`src/rtl/lkd_pkg.sv`:
```
// Shared types and constants of the ladder keypad debouncer.
package lkd_pkg;

   localparam int unsigned ADC_W     = 12;
   localparam int unsigned TIME_W    = 32;
   localparam int unsigned DEB_W     = 16;
   localparam int unsigned CSR_DAT_W = 48;

   localparam int unsigned LADDER_A_KEYS = 4;
   localparam int unsigned LADDER_B_KEYS = 2;
   localparam int unsigned LVL_A_W       = ADC_W * LADDER_A_KEYS;
   localparam int unsigned LVL_B_W       = ADC_W * LADDER_B_KEYS;

   typedef logic [2:0]        key_type;
   typedef logic [2:0]        csr_idx_type;
   typedef logic [ADC_W-1:0]  adc_type;
   typedef logic [TIME_W-1:0] time_type;

   localparam key_type KEY_NONE  = 3'd0;
   localparam key_type KEY_BACK  = 3'd1;
   localparam key_type KEY_UP    = 3'd5;
   localparam key_type KEY_POWER = 3'd7;

   localparam csr_idx_type CSR_LADDER_A  = 3'd0;
   localparam csr_idx_type CSR_LADDER_B  = 3'd1;
   localparam csr_idx_type CSR_TOLERANCE = 3'd2;
   localparam csr_idx_type CSR_IDLE      = 3'd3;
   localparam csr_idx_type CSR_DEBOUNCE  = 3'd4;
   localparam csr_idx_type CSR_HOLD      = 3'd5;

   localparam logic [LVL_A_W-1:0] LADDER_A_RST  = 48'd230831816078;
   localparam logic [LVL_B_W-1:0] LADDER_B_RST  = 24'd14493;
   localparam adc_type            TOLERANCE_RST = 12'd300;
   localparam adc_type            IDLE_RST      = 12'd3900;
   localparam logic [DEB_W-1:0]   DEBOUNCE_RST  = 16'd40;
   localparam time_type           HOLD_RST      = 32'd1000;

endpackage

```
`src/rtl/lkd_req_if.sv`:
```
// Sample channel: power pin, two ladder readings and a timestamp.
interface lkd_req_if
   import lkd_pkg::*;
();
   logic     valid;
   logic     ready;
   logic     power_pin;
   adc_type  adc_a;
   adc_type  adc_b;
   time_type time_ms;

   modport source (output valid, power_pin, adc_a, adc_b, time_ms, input ready);
   modport sink   (input valid, power_pin, adc_a, adc_b, time_ms, output ready);
endinterface

```
`src/rtl/lkd_rsp_if.sv`:
```
// Result channel: key event and power hold flag.
interface lkd_rsp_if
   import lkd_pkg::*;
();
   logic    valid;
   logic    ready;
   logic    event_fires;
   key_type event_key;
   logic    power_held;

   modport source (output valid, event_fires, event_key, power_held, input ready);
   modport sink   (input valid, event_fires, event_key, power_held, output ready);
endinterface

```
`src/rtl/lkd_csr_if.sv`:
```
// Configuration write channel: register index and write data.
interface lkd_csr_if
   import lkd_pkg::*;
();
   logic                 valid;
   logic                 ready;
   csr_idx_type          index;
   logic [CSR_DAT_W-1:0] data;

   modport source (output valid, index, data, input ready);
   modport sink   (input valid, index, data, output ready);
endinterface

```
`src/rtl/ladder_keypad_debouncer.sv`:
```
// Resistor ladder keypad decoder with debounce and power hold detection.
//
// Usage:
//   req_if  carries one sample per transfer: power pin (active low), two 12-bit
//           ladder readings and a free-running millisecond timestamp.
//   rsp_if  returns exactly one result per sample: event flag, new stable key
//           (0 on release) and the power held flag.
//   csr_if  writes the six setup registers (ladder levels, tolerance, idle
//           level, debounce time, hold time); always ready, write while idle.
// Timing:
//   A sample sits one cycle in the input register, where classification, the
//   debounce timer compare and the state update happen, and lands in the
//   result register, which drives rsp valid. Throughput is one sample per
//   cycle while the receiver does not stall; the key state is updated in the
//   same cycle the result is registered, so consecutive samples chain.
// Reset (synchronous, active high): setup registers return to their defaults,
//   stable and candidate key go to none, timers clear, both stages empty.
// Stall: while rsp_if.ready is low the result holds; one more sample waits in
//   the input register, then req_if.ready drops until the result moves.
module ladder_keypad_debouncer
   import lkd_pkg::*;
(
   input  logic      clock,
   input  logic      reset,
   lkd_req_if.sink   req_if,
   lkd_rsp_if.source rsp_if,
   lkd_csr_if.sink   csr_if
);

   // setup registers
   logic [LVL_A_W-1:0] lvl_a_ff;
   logic [LVL_B_W-1:0] lvl_b_ff;
   adc_type            tol_ff;
   adc_type            idle_ff;
   logic [DEB_W-1:0]   deb_ff;
   time_type           hold_ff;

   // input stage
   logic     s1_vld_ff;
   logic     s1_pin_ff;
   adc_type  s1_adc_a_ff;
   adc_type  s1_adc_b_ff;
   time_type s1_time_ff;

   // key state
   key_type  stable_ff,    stable_in;
   key_type  cand_ff,      cand_in;
   time_type cand_start_ff, cand_start_in;
   time_type pwr_down_ff,  pwr_down_in;

   // result stage
   logic    rsp_vld_ff;
   logic    rsp_fires_ff, rsp_fires_in;
   key_type rsp_key_ff,   rsp_key_in;
   logic    rsp_held_ff,  rsp_held_in;

   logic     advance;
   logic     a_idle, b_idle;
   key_type  a_key,  b_key, now_key;
   adc_type  diff_a [LADDER_A_KEYS];
   adc_type  diff_b [LADDER_B_KEYS];
   time_type cand_age, pwr_age;

   // move the sample into the result stage when that stage is free or drains
   assign advance      = s1_vld_ff && (!rsp_vld_ff || rsp_if.ready);
   assign req_if.ready = !s1_vld_ff || advance;
   assign csr_if.ready = 1'b1;

   assign rsp_if.valid       = rsp_vld_ff;
   assign rsp_if.event_fires = rsp_fires_ff;
   assign rsp_if.event_key   = rsp_key_ff;
   assign rsp_if.power_held  = rsp_held_ff;

   // configuration writes; unknown indexes are dropped
   always_ff @(posedge clock) begin
      if (reset) begin
         lvl_a_ff <= LADDER_A_RST;
         lvl_b_ff <= LADDER_B_RST;
         tol_ff   <= TOLERANCE_RST;
         idle_ff  <= IDLE_RST;
         deb_ff   <= DEBOUNCE_RST;
         hold_ff  <= HOLD_RST;
      end else if (csr_if.valid) begin
         unique case (csr_if.index)
            CSR_LADDER_A:  lvl_a_ff <= csr_if.data[LVL_A_W-1:0];
            CSR_LADDER_B:  lvl_b_ff <= csr_if.data[LVL_B_W-1:0];
            CSR_TOLERANCE: tol_ff   <= csr_if.data[ADC_W-1:0];
            CSR_IDLE:      idle_ff  <= csr_if.data[ADC_W-1:0];
            CSR_DEBOUNCE:  deb_ff   <= csr_if.data[DEB_W-1:0];
            CSR_HOLD:      hold_ff  <= csr_if.data[TIME_W-1:0];
            default: ;
         endcase
      end
   end

   // input register
   always_ff @(posedge clock) begin
      if (reset) begin
         s1_vld_ff <= 1'b0;
      end else if (req_if.ready) begin
         s1_vld_ff <= req_if.valid;
      end
   end

   always_ff @(posedge clock) begin
      if (req_if.valid && req_if.ready) begin
         s1_pin_ff   <= req_if.power_pin;
         s1_adc_a_ff <= req_if.adc_a;
         s1_adc_b_ff <= req_if.adc_b;
         s1_time_ff  <= req_if.time_ms;
      end
   end

   // classify: one absolute difference and compare per ladder level,
   // lowest level wins, so scan from the top down
   always_comb begin
      a_idle = s1_adc_a_ff > idle_ff;
      b_idle = s1_adc_b_ff > idle_ff;
      a_key  = KEY_NONE;
      b_key  = KEY_NONE;
      for (int i = LADDER_A_KEYS - 1; i >= 0; i--) begin
         diff_a[i] = (s1_adc_a_ff > lvl_a_ff[i*ADC_W +: ADC_W])
                   ? s1_adc_a_ff - lvl_a_ff[i*ADC_W +: ADC_W]
                   : lvl_a_ff[i*ADC_W +: ADC_W] - s1_adc_a_ff;
         if (!a_idle && diff_a[i] < tol_ff) begin
            a_key = KEY_BACK + key_type'(i);
         end
      end
      for (int i = LADDER_B_KEYS - 1; i >= 0; i--) begin
         diff_b[i] = (s1_adc_b_ff > lvl_b_ff[i*ADC_W +: ADC_W])
                   ? s1_adc_b_ff - lvl_b_ff[i*ADC_W +: ADC_W]
                   : lvl_b_ff[i*ADC_W +: ADC_W] - s1_adc_b_ff;
         if (!b_idle && diff_b[i] < tol_ff) begin
            b_key = KEY_UP + key_type'(i);
         end
      end
      priority if (!s1_pin_ff) begin
         now_key = KEY_POWER;
      end else if (a_key != KEY_NONE) begin
         now_key = a_key;
      end else begin
         now_key = b_key;
      end
   end

   // debounce and power hold
   always_comb begin
      cand_in       = cand_ff;
      cand_start_in = cand_start_ff;
      stable_in     = stable_ff;
      pwr_down_in   = pwr_down_ff;
      rsp_fires_in  = 1'b0;
      rsp_key_in    = KEY_NONE;
      // a new candidate restarts its timer at this sample
      if (now_key != cand_ff) begin
         cand_in       = now_key;
         cand_start_in = s1_time_ff;
      end
      cand_age = s1_time_ff - cand_start_in;
      if (cand_age >= time_type'(deb_ff) && cand_in != stable_ff) begin
         stable_in    = cand_in;
         rsp_fires_in = 1'b1;
         rsp_key_in   = cand_in;
         // record press time; clear it only on release
         if (cand_in == KEY_POWER) begin
            pwr_down_in = s1_time_ff;
         end
         if (cand_in == KEY_NONE) begin
            pwr_down_in = '0;
         end
      end
      pwr_age     = s1_time_ff - pwr_down_in;
      rsp_held_in = (stable_in == KEY_POWER) && (pwr_down_in != '0) && (pwr_age >= hold_ff);
   end

   always_ff @(posedge clock) begin
      if (reset) begin
         stable_ff     <= KEY_NONE;
         cand_ff       <= KEY_NONE;
         cand_start_ff <= '0;
         pwr_down_ff   <= '0;
      end else if (advance) begin
         stable_ff     <= stable_in;
         cand_ff       <= cand_in;
         cand_start_ff <= cand_start_in;
         pwr_down_ff   <= pwr_down_in;
      end
   end

   // result register: hold while the receiver stalls
   always_ff @(posedge clock) begin
      if (reset) begin
         rsp_vld_ff <= 1'b0;
      end else if (advance) begin
         rsp_vld_ff <= 1'b1;
      end else if (rsp_if.ready) begin
         rsp_vld_ff <= 1'b0;
      end
   end

   always_ff @(posedge clock) begin
      if (advance) begin
         rsp_fires_ff <= rsp_fires_in;
         rsp_key_ff   <= rsp_key_in;
         rsp_held_ff  <= rsp_held_in;
      end
   end

endmodule
```
`src/flat_wrapper.sv`:
```
// flat-port wrapper written by rule: the top's interface ports become plain ports
module ladder_keypad_debouncer_flat import lkd_pkg::*;
  (clock, reset, req_if_valid, req_if_power_pin, req_if_adc_a, req_if_adc_b, req_if_time_ms, req_if_ready, rsp_if_valid, rsp_if_event_fires, rsp_if_event_key, rsp_if_power_held, rsp_if_ready, csr_if_valid, csr_if_index, csr_if_data, csr_if_ready);
  lkd_req_if req_if_i ();
  lkd_rsp_if rsp_if_i ();
  lkd_csr_if csr_if_i ();
  input  logic clock;
  input  logic reset;
  input wire logic [$bits(req_if_i.valid)-1:0] req_if_valid;
  input wire logic [$bits(req_if_i.power_pin)-1:0] req_if_power_pin;
  input wire logic [$bits(req_if_i.adc_a)-1:0] req_if_adc_a;
  input wire logic [$bits(req_if_i.adc_b)-1:0] req_if_adc_b;
  input wire logic [$bits(req_if_i.time_ms)-1:0] req_if_time_ms;
  output wire logic [$bits(req_if_i.ready)-1:0] req_if_ready;
  output wire logic [$bits(rsp_if_i.valid)-1:0] rsp_if_valid;
  output wire logic [$bits(rsp_if_i.event_fires)-1:0] rsp_if_event_fires;
  output wire logic [$bits(rsp_if_i.event_key)-1:0] rsp_if_event_key;
  output wire logic [$bits(rsp_if_i.power_held)-1:0] rsp_if_power_held;
  input wire logic [$bits(rsp_if_i.ready)-1:0] rsp_if_ready;
  input wire logic [$bits(csr_if_i.valid)-1:0] csr_if_valid;
  input wire logic [$bits(csr_if_i.index)-1:0] csr_if_index;
  input wire logic [$bits(csr_if_i.data)-1:0] csr_if_data;
  output wire logic [$bits(csr_if_i.ready)-1:0] csr_if_ready;
  assign req_if_i.valid = req_if_valid;
  assign req_if_i.power_pin = req_if_power_pin;
  assign req_if_i.adc_a = req_if_adc_a;
  assign req_if_i.adc_b = req_if_adc_b;
  assign req_if_i.time_ms = req_if_time_ms;
  assign req_if_ready = req_if_i.ready;
  assign rsp_if_valid = rsp_if_i.valid;
  assign rsp_if_event_fires = rsp_if_i.event_fires;
  assign rsp_if_event_key = rsp_if_i.event_key;
  assign rsp_if_power_held = rsp_if_i.power_held;
  assign rsp_if_i.ready = rsp_if_ready;
  assign csr_if_i.valid = csr_if_valid;
  assign csr_if_i.index = csr_if_index;
  assign csr_if_i.data = csr_if_data;
  assign csr_if_ready = csr_if_i.ready;
  ladder_keypad_debouncer u_core (.clock(clock), .reset(reset), .req_if(req_if_i), .rsp_if(rsp_if_i), .csr_if(csr_if_i));
endmodule
```
`config.mk`:
```
export PLATFORM = sky130hd
export DESIGN_NAME = ladder_keypad_debouncer_flat
export DESIGN_NICKNAME = d
export VERILOG_FILES = /design/src/rtl/lkd_pkg.sv /design/src/rtl/lkd_req_if.sv /design/src/rtl/lkd_rsp_if.sv /design/src/rtl/lkd_csr_if.sv /design/src/rtl/ladder_keypad_debouncer.sv /design/src/flat_wrapper.sv
export SDC_FILE = /design/constraint.sdc
export NUM_CORES = 1
export LEC_CHECK = 0
export BUFFER_PORTS_ARGS = -buffer_cell sky130_fd_sc_hd__buf_4
export CORE_MARGIN = 1.5
export CORE_UTILIZATION = 56
export DETAILED_ROUTE_END_ITERATION = 6
export PLACE_DENSITY = 0.72
export SYNTH_ARGS = -nofsm -noshare
export SYNTH_HDL_FRONTEND = slang
export SYNTH_SLANG_ARGS = --single-unit
```
`constraint.sdc`:
```
create_clock -name clock -period 20.9 [get_ports clock]
set_clock_uncertainty 0.2 [all_clocks]
set_input_delay 2.09 -clock clock [delete_from_list [all_inputs] [get_ports clock]]
set_output_delay 2.09 -clock clock [all_outputs]
set_load 0.03 [all_outputs]
```
Word-level counts from Yosys, hierarchy flattened

Cells that the tools add are included.

Register bits after elaboration: 278
Input port bits: 113
Output and inout bits: 8
Word-level logic and storage cells: 109

Add/sub/neg operators: 14
$lt $le $gt $ge: 16
Equality and inequality tests: 9
Muxes and demuxes: 23
Reduce and logical (&&, ||, !) cells: 28

Operators by type and width:

| kind                                                                  | count |
|---|---|
| 12-bit subtractor                                                     | 12 |
| 32-bit 2-to-1 mux                                                     | 4 |
| 12-bit > comparator                                                   | 8 |
| 12-bit < comparator                                                   | 6 |
| 12-bit 2-to-1 mux                                                     | 6 |
| 32-bit subtractor                                                     | 2 |
| 32-bit by 16-bit >= comparator with 1-bit output                      | 1 |
| 32-bit >= comparator                                                  | 1 |
| 32-bit nonzero test                                                   | 1 |
| 3-bit 2-to-1 mux                                                      | 10 |
| 3-bit equality test, second input constant                            | 4 |
| 2-bit AND reduction                                                   | 6 |
| 1-bit logical AND                                                     | 11 |
| 3-bit by 2-bit equality test with 1-bit output, second input constant | 2 |
| 3-bit zero test                                                       | 2 |
| 3-bit != test                                                         | 2 |
| 1-bit zero test                                                       | 4 |
| 3-bit by 1-bit equality test with 1-bit output, second input constant | 1 |
| 1-bit 2-to-1 mux                                                      | 3 |
| 3-bit nonzero test                                                    | 1 |
| 1-bit logical OR                                                      | 2 |
| 2-bit nonzero test                                                    | 1 |

Depth between registers and ports, before layout

Depth in word-level cells: 20
Depth in mapped cells: 87
Depth with buffers taken out: 84

Worst setup path after synthesis

No wires, ideal clock.

Path kind: register to register
Start point: register u_core.s1_adc_a_ff[0]
End point: register u_core.rsp_held_ff (netlist: u_core.rsp_if.power_held), data pin
Setup time: 0.257 ns
Data arrival time: 14.757 ns
Required time: 20.443 ns
Path slack: 5.685 ns
Stages on the path, launching flop included: 82
Buffers on the path: 4
Period minus slack after synthesis: 15.215 ns
Cells stage by stage: edfxtp_1 -> inv_1 -> ha_1 -> inv_1 -> fa_1 -> a21oi_1 -> o21bai_1 -> a21o_1 -> a21oi_1 -> o21bai_1 -> a21o_1 -> a21o_1 -> a21o_1 -> a21oi_1 -> nor2b_1 -> o32a_1 -> clkbuf_1 -> mux2_2 -> (+46 left out) -> o21ai_1 -> a31oi_1 -> o21ba_1 -> o21bai_1 -> xor2_1 -> ha_1 -> a21oi_1 -> nor2b_1 -> o21ai_0 -> nand2b_1 -> a21oi_1 -> nor2b_1 -> o21ai_0 -> nand2b_1 -> a211oi_1 -> o31ai_1 -> a21oi_1 -> nor3_1

Cells in the longest elaborated chain, start to end: 20
Elaborated cells between the ends (all ways): 52
Those cells by class: 10 x add/sub; 11 x order compare; 4 x eq/ne; 16 x mux; 11 x reduce/logical

RTL lines:

| what                                                                                  | RTL line                                                       | text |
|---|---|---|
| start: declaration                                                                    | ladder_keypad_debouncer.sv:41                                  | `adc_type s1_adc_a_ff;` |
| start signal: assignment                                                              | ladder_keypad_debouncer.sv:108                                 | `s1_adc_a_ff <= req_if.adc_a;` |
| 12-bit subtractor, or another cell as far along                                       | ladder_keypad_debouncer.sv:124                                 | `: lvl_a_ff[i*ADC_W +: ADC_W] - s1_adc_a_ff;` |
| 12-bit 2-to-1 mux                                                                     | ladder_keypad_debouncer.sv:123                                 | `? s1_adc_a_ff - lvl_a_ff[i*ADC_W +: ADC_W]` |
| 12-bit < comparator                                                                   | ladder_keypad_debouncer.sv:125                                 | `if (!a_idle && diff_a[i] < tol_ff) begin` |
| 1-bit logical AND                                                                     | ladder_keypad_debouncer.sv:125                                 |  |
| 3-bit 2-to-1 mux (3 in series)                                                        | ladder_keypad_debouncer.sv:125                                 |  |
| 3-bit 2-to-1 mux *                                                                    | ladder_keypad_debouncer.sv:125                                 |  |
| 3-bit nonzero test                                                                    | ladder_keypad_debouncer.sv:139                                 | `end else if (a_key != KEY_NONE) begin` |
| 3-bit 2-to-1 mux *                                                                    | ladder_keypad_debouncer.sv:139                                 |  |
| (+3 left out)                                                                         | n/a                                                            |  |
| 32-bit subtractor or 3-bit equality test (tied branches)                              | ladder_keypad_debouncer.sv:159, ladder_keypad_debouncer.sv:165 |  |
| 32-bit by 16-bit >= comparator with 1-bit output or 32-bit 2-to-1 mux (tied branches) | ladder_keypad_debouncer.sv:160, ladder_keypad_debouncer.sv:165 |  |
| 1-bit logical AND or 32-bit 2-to-1 mux (tied branches)                                | ladder_keypad_debouncer.sv:160, ladder_keypad_debouncer.sv:168 |  |
| 32-bit 2-to-1 mux or 3-bit 2-to-1 mux (tied branches)                                 | ladder_keypad_debouncer.sv:160                                 | `if (cand_age >= time_type'(deb_ff) && cand_in != stable_ff) begin` |
| 32-bit subtractor, or another cell as far along                                       | ladder_keypad_debouncer.sv:172                                 | `pwr_age = s1_time_ff - pwr_down_in;` |
| 32-bit >= comparator or 1-bit logical AND (tied branches)                             | ladder_keypad_debouncer.sv:173                                 | `rsp_held_in = (stable_in == KEY_POWER) && (pwr_down_in != '0) && (pwr_age >= hold_ff);` |
| 1-bit logical AND *                                                                   | ladder_keypad_debouncer.sv:173                                 |  |
| net u_core.rsp_held_in                                                                | ladder_keypad_debouncer.sv:55                                  | `logic rsp_held_ff, rsp_held_in;` |
| end signal: assignment                                                                | ladder_keypad_debouncer.sv:205                                 | `rsp_held_ff <= rsp_held_in;` |
| end: declaration                                                                      | ladder_keypad_debouncer.sv:55                                  |  |

The timed path passes the listed nets; every way through them passes the cells marked *.
A chain may end at the register's enable or synchronous reset.

Final worst setup path

Start point: register u_core.s1_adc_a_ff[0]
End point: register u_core.rsp_held_ff (netlist: u_core.rsp_if.power_held), data pin

Cells in the longest elaborated chain, start to end: 20
Elaborated cells between the ends (all ways): 52
Those cells by class: 10 x add/sub; 11 x order compare; 4 x eq/ne; 16 x mux; 11 x reduce/logical

RTL lines:

| what                                                      | RTL line                       | text |
|---|---|---|
| 12-bit subtractor, or another cell as far along           | ladder_keypad_debouncer.sv:124 |  |
| 12-bit 2-to-1 mux                                         | ladder_keypad_debouncer.sv:123 |  |
| 12-bit < comparator                                       | ladder_keypad_debouncer.sv:125 |  |
| 1-bit logical AND                                         | ladder_keypad_debouncer.sv:125 |  |
| 3-bit 2-to-1 mux (3 in series)                            | ladder_keypad_debouncer.sv:125 |  |
| 3-bit 2-to-1 mux *                                        | ladder_keypad_debouncer.sv:125 |  |
| 3-bit nonzero test                                        | ladder_keypad_debouncer.sv:139 |  |
| 3-bit 2-to-1 mux *                                        | ladder_keypad_debouncer.sv:139 |  |
| (+3 left out)                                             | n/a                            |  |
| net u_core.cand_start_in[0]                               | ladder_keypad_debouncer.sv:48  | `time_type cand_start_ff, cand_start_in;` |
| 32-bit subtractor *                                       | ladder_keypad_debouncer.sv:159 | `cand_age = s1_time_ff - cand_start_in;` |
| 32-bit by 16-bit >= comparator with 1-bit output *        | ladder_keypad_debouncer.sv:160 |  |
| 1-bit logical AND *                                       | ladder_keypad_debouncer.sv:160 |  |
| 32-bit 2-to-1 mux or 3-bit 2-to-1 mux (tied branches)     | ladder_keypad_debouncer.sv:160 |  |
| 32-bit subtractor, or another cell as far along           | ladder_keypad_debouncer.sv:172 |  |
| 32-bit >= comparator or 1-bit logical AND (tied branches) | ladder_keypad_debouncer.sv:173 |  |
| 1-bit logical AND *                                       | ladder_keypad_debouncer.sv:173 |  |
| net u_core.rsp_held_in                                    | ladder_keypad_debouncer.sv:55  |  |

Marked as above.

==> run summary <==
Worst Min Path Start = u_core.tol_ff[6]
hold endpoint = u_core.tol_ff[6]
WP data required = 20.99 ns
RR Endpoint = u_core.rsp_if.power_held
via/cell ratio = 6.166
Main synth FF type = dfxtp_1
Worst R2R Path Depth = 82
post-synthesis register bit count = 278
Post-synth EDFFs = 62
flop-to-flop setup slack = 3.06 ns
Synth area leaders = dfxtp_1 (19%), ha_1 (18%), edfxtp_1 (8.0%)
Hold WS = 0.2550 ns
Die H = 207.0 um
Max Transition Viols Final = 0
Yosys cell types = 93
Worst setup SP type = register
LEAKAGE = 11.44 nW
most common cell in the netlist = ha_1
top cell type's share of synthesized area = 0.1855
Synth Warn # = 0
CTS H-tree lvls = 2
Port Buffers = 119
Final Hold Fails = 0
Worst-path clk slew = 0.06 ns
diode count = 0
slew margin rel. = 0.2754
hold depth = 2
Top Ports = 121
CTS tree = done
setup violators final = 0
GRT overflow = 0
Post CTS Setup Buffer Count = 0
pwr dens = 75.95 mW/mm2
Finished Layout Cells = 3,443
Routed Wire Length = 73.03 mm
Core Region = 0.04092 mm2
number of global-route vias before repair = 20,390
post-detail-place hpwl = 55.74 mm
status = finished clean
clock tree root driver cell = clkbuf_16
RSZ-0062 raised after global routing = no
fin crit share = 0.8534
Worst path max stage delay = 0.50 ns
Resize count post-CTS = 0
die area = 0.04286 mm2
Worst-Skew Late Latency = 0.55 ns
Buf+Inv Stages, Crit Path = 4
transition time of the tightest slew-check pin = 1.084 ns
total number of vias = 21,230
Max-Cap Viols = 0
1st-pass router iterations = 5
CP Capture Type = register
fmax = 0.05607 GHz
Initial Utilization = 0.5697
CTS Hold Bufs = 0
Placer Congestion = 1.009
CP max-delay cell = nand4_1
Area growth syn-to-layout = 10.47%
most frequent CP cell = a21o_1
Synth area leader = dfxtp_1
clk buf depth = 3
layout cell share with drive strength beyond 1 = 0.08451
Routed Antenna Nets = 0
initial DRC count = 1,784
DR WL/cell = 21.21 um
Worst VDD drop = 0.08749 mV
minimum clock period = 17.84 ns
Post-Syn Instances = 2,823
dpl ws = 3.233 ns
Post-Syn Nets = 3,285
antenna violations before repair = 1
WP data arrival = 17.93 ns
Nets = 3,348
Largest delay share family, worst path = compound AO/OA/AOI/OAI gates
GR Util All Layers = 0.3337
first-pass GRT wire length = 114.0 mm
Post-route DRC = 0
Netlist Area Pre-Place = 0.02331 mm2
ys async rst share = 0
worst setup margin = 3.064 ns
placed cell count = 3,382
top cells by count, synth = ha_1 (336), nand2_1 (305), a21oi_1 (302), inv_1 (238), dfxtp_1 (216)
post-synthesis sequential area ratio = 0.2653
Worst Hold Class = reg -> reg
CTS sink count = 278
RR Startpoint = u_core.s1_adc_a_ff[0]
Fin Setup TNS = 0 ns
Die X = 207.0 um
overall power consumption = 0.001956 W
largest net degree at the start of global routing = 133
CP max FO = 34
Placement Rows = 74
TritonCTS Buffers = 34
Synth Area per Inst = 8.258 um2
Crit Path Class = reg -> reg
-- worst register-to-register path: cells and delay by family, from the launching register on --
family,cells,cell delay [ns]
compound gates,48,9.52
mux,2,0.39
xor+xnor,3,0.48
fa+ha+maj,9,2.85
flops,1,0.48
buf+inv,4,0.62
simple gates,16,3.06
-- worst max path at each step --
stage | startpoint | to | slack [ns] | cells after the start
after floorplan | u_core.s1_adc_a_ff[0] | u_core.rsp_if.power_held | 5.69 | 81
after global placement | u_core.s1_adc_a_ff[0] | u_core.rsp_if.power_held | 3.88 | 79
after detailed placement | u_core.s1_adc_a_ff[0] | u_core.rsp_if.power_held | 3.23 | 82
after CTS | u_core.s1_adc_a_ff[0] | u_core.rsp_if.power_held | 3.18 | 82
after global routing | u_core.s1_adc_a_ff[0] | u_core.rsp_if.power_held | 1.65 | 81
final | u_core.s1_adc_a_ff[0] | u_core.rsp_if.power_held | 3.06 | 82
-- flip-flops by register name, indices dropped and copies added, names as in the netlist, 16 cells and up --
| register | flops |
|---|---|
| u_core.lvl_a_ff | 48 |
| u_core.cand_start_ff | 32 |
| u_core.hold_ff | 32 |
| u_core.pwr_down_ff | 32 |
| u_core.s1_time_ff | 32 |
| u_core.lvl_b_ff | 24 |
| u_core.deb_ff | 16 |
-- metal layers --
layer	track usage	share of wire	vias to the layer above
li1	-	-	10300
met4	0.1587	0.053	2
met3	0.04715	0.060	185
met1	0.4398	0.44	9961
met5	0	0.00018	-
met2	0.5382	0.45	784
-- power by group --
part,internal (W),switching (W)
Clock,0.000371,0.000252
Combinational,0.000300,0.000426
Sequential,0.000577,0.0000300
-- kinds of logic after synthesis --
logic type,count (synthesis),share of synthesized area
AOI/OAI and AO/OA,893,0.2578
and+or+nand+nor,757,0.1478
adders and majority gates,351,0.1923
buffers and inverters,346,0.05651
DFF,278,0.2653
xor gates and xnor gates,106,0.03982
muxes,91,0.04025
other,1,0.0001609
-- cell type report --
class                           instances  area (um2)
Clock buffer                           43       935.9
Clock inverter                         18       225.2
Fill cell                            3587       15170
Inverter                              238       893.4
Multi-Input combinational cell       2199       15830
Sequential cell                       278        6186
Tap cell                              532       665.6
Timing Repair Buffer                  135        1017
-- cell usage in the layout, fill, tap and decap left out, drive strengths merged, types with 22 or more instances in the layout --
cell    Yosys  layout
a211o      45      45
a211oi     75      75
a21o      131     131
a21oi     303     303
a22oi      34      34
buf        11     135
clkbuf     97      43
dfxtp     216     216
edfxtp     62      62
ha        336     336
inv       238     244
mux2       22      22
mux2i      69      69
nand2     306     306
nand3      37      37
nand4      47      47
nor2      214     214
nor2b      37      37
nor3       23      23
o21ai      86      86
o21bai     56      56
xnor2      78      78
xor2       28      28
-- per-stage QoR --
stage	util	cell area [um2]
after global routing	0.6293	25750
final	0.6293	25750
after CTS	0.6293	25750
after global placement	0.6010	24590
after floorplan	-	23310
after detailed placement	0.6010	24590
(Power assumes the default switching activity.)
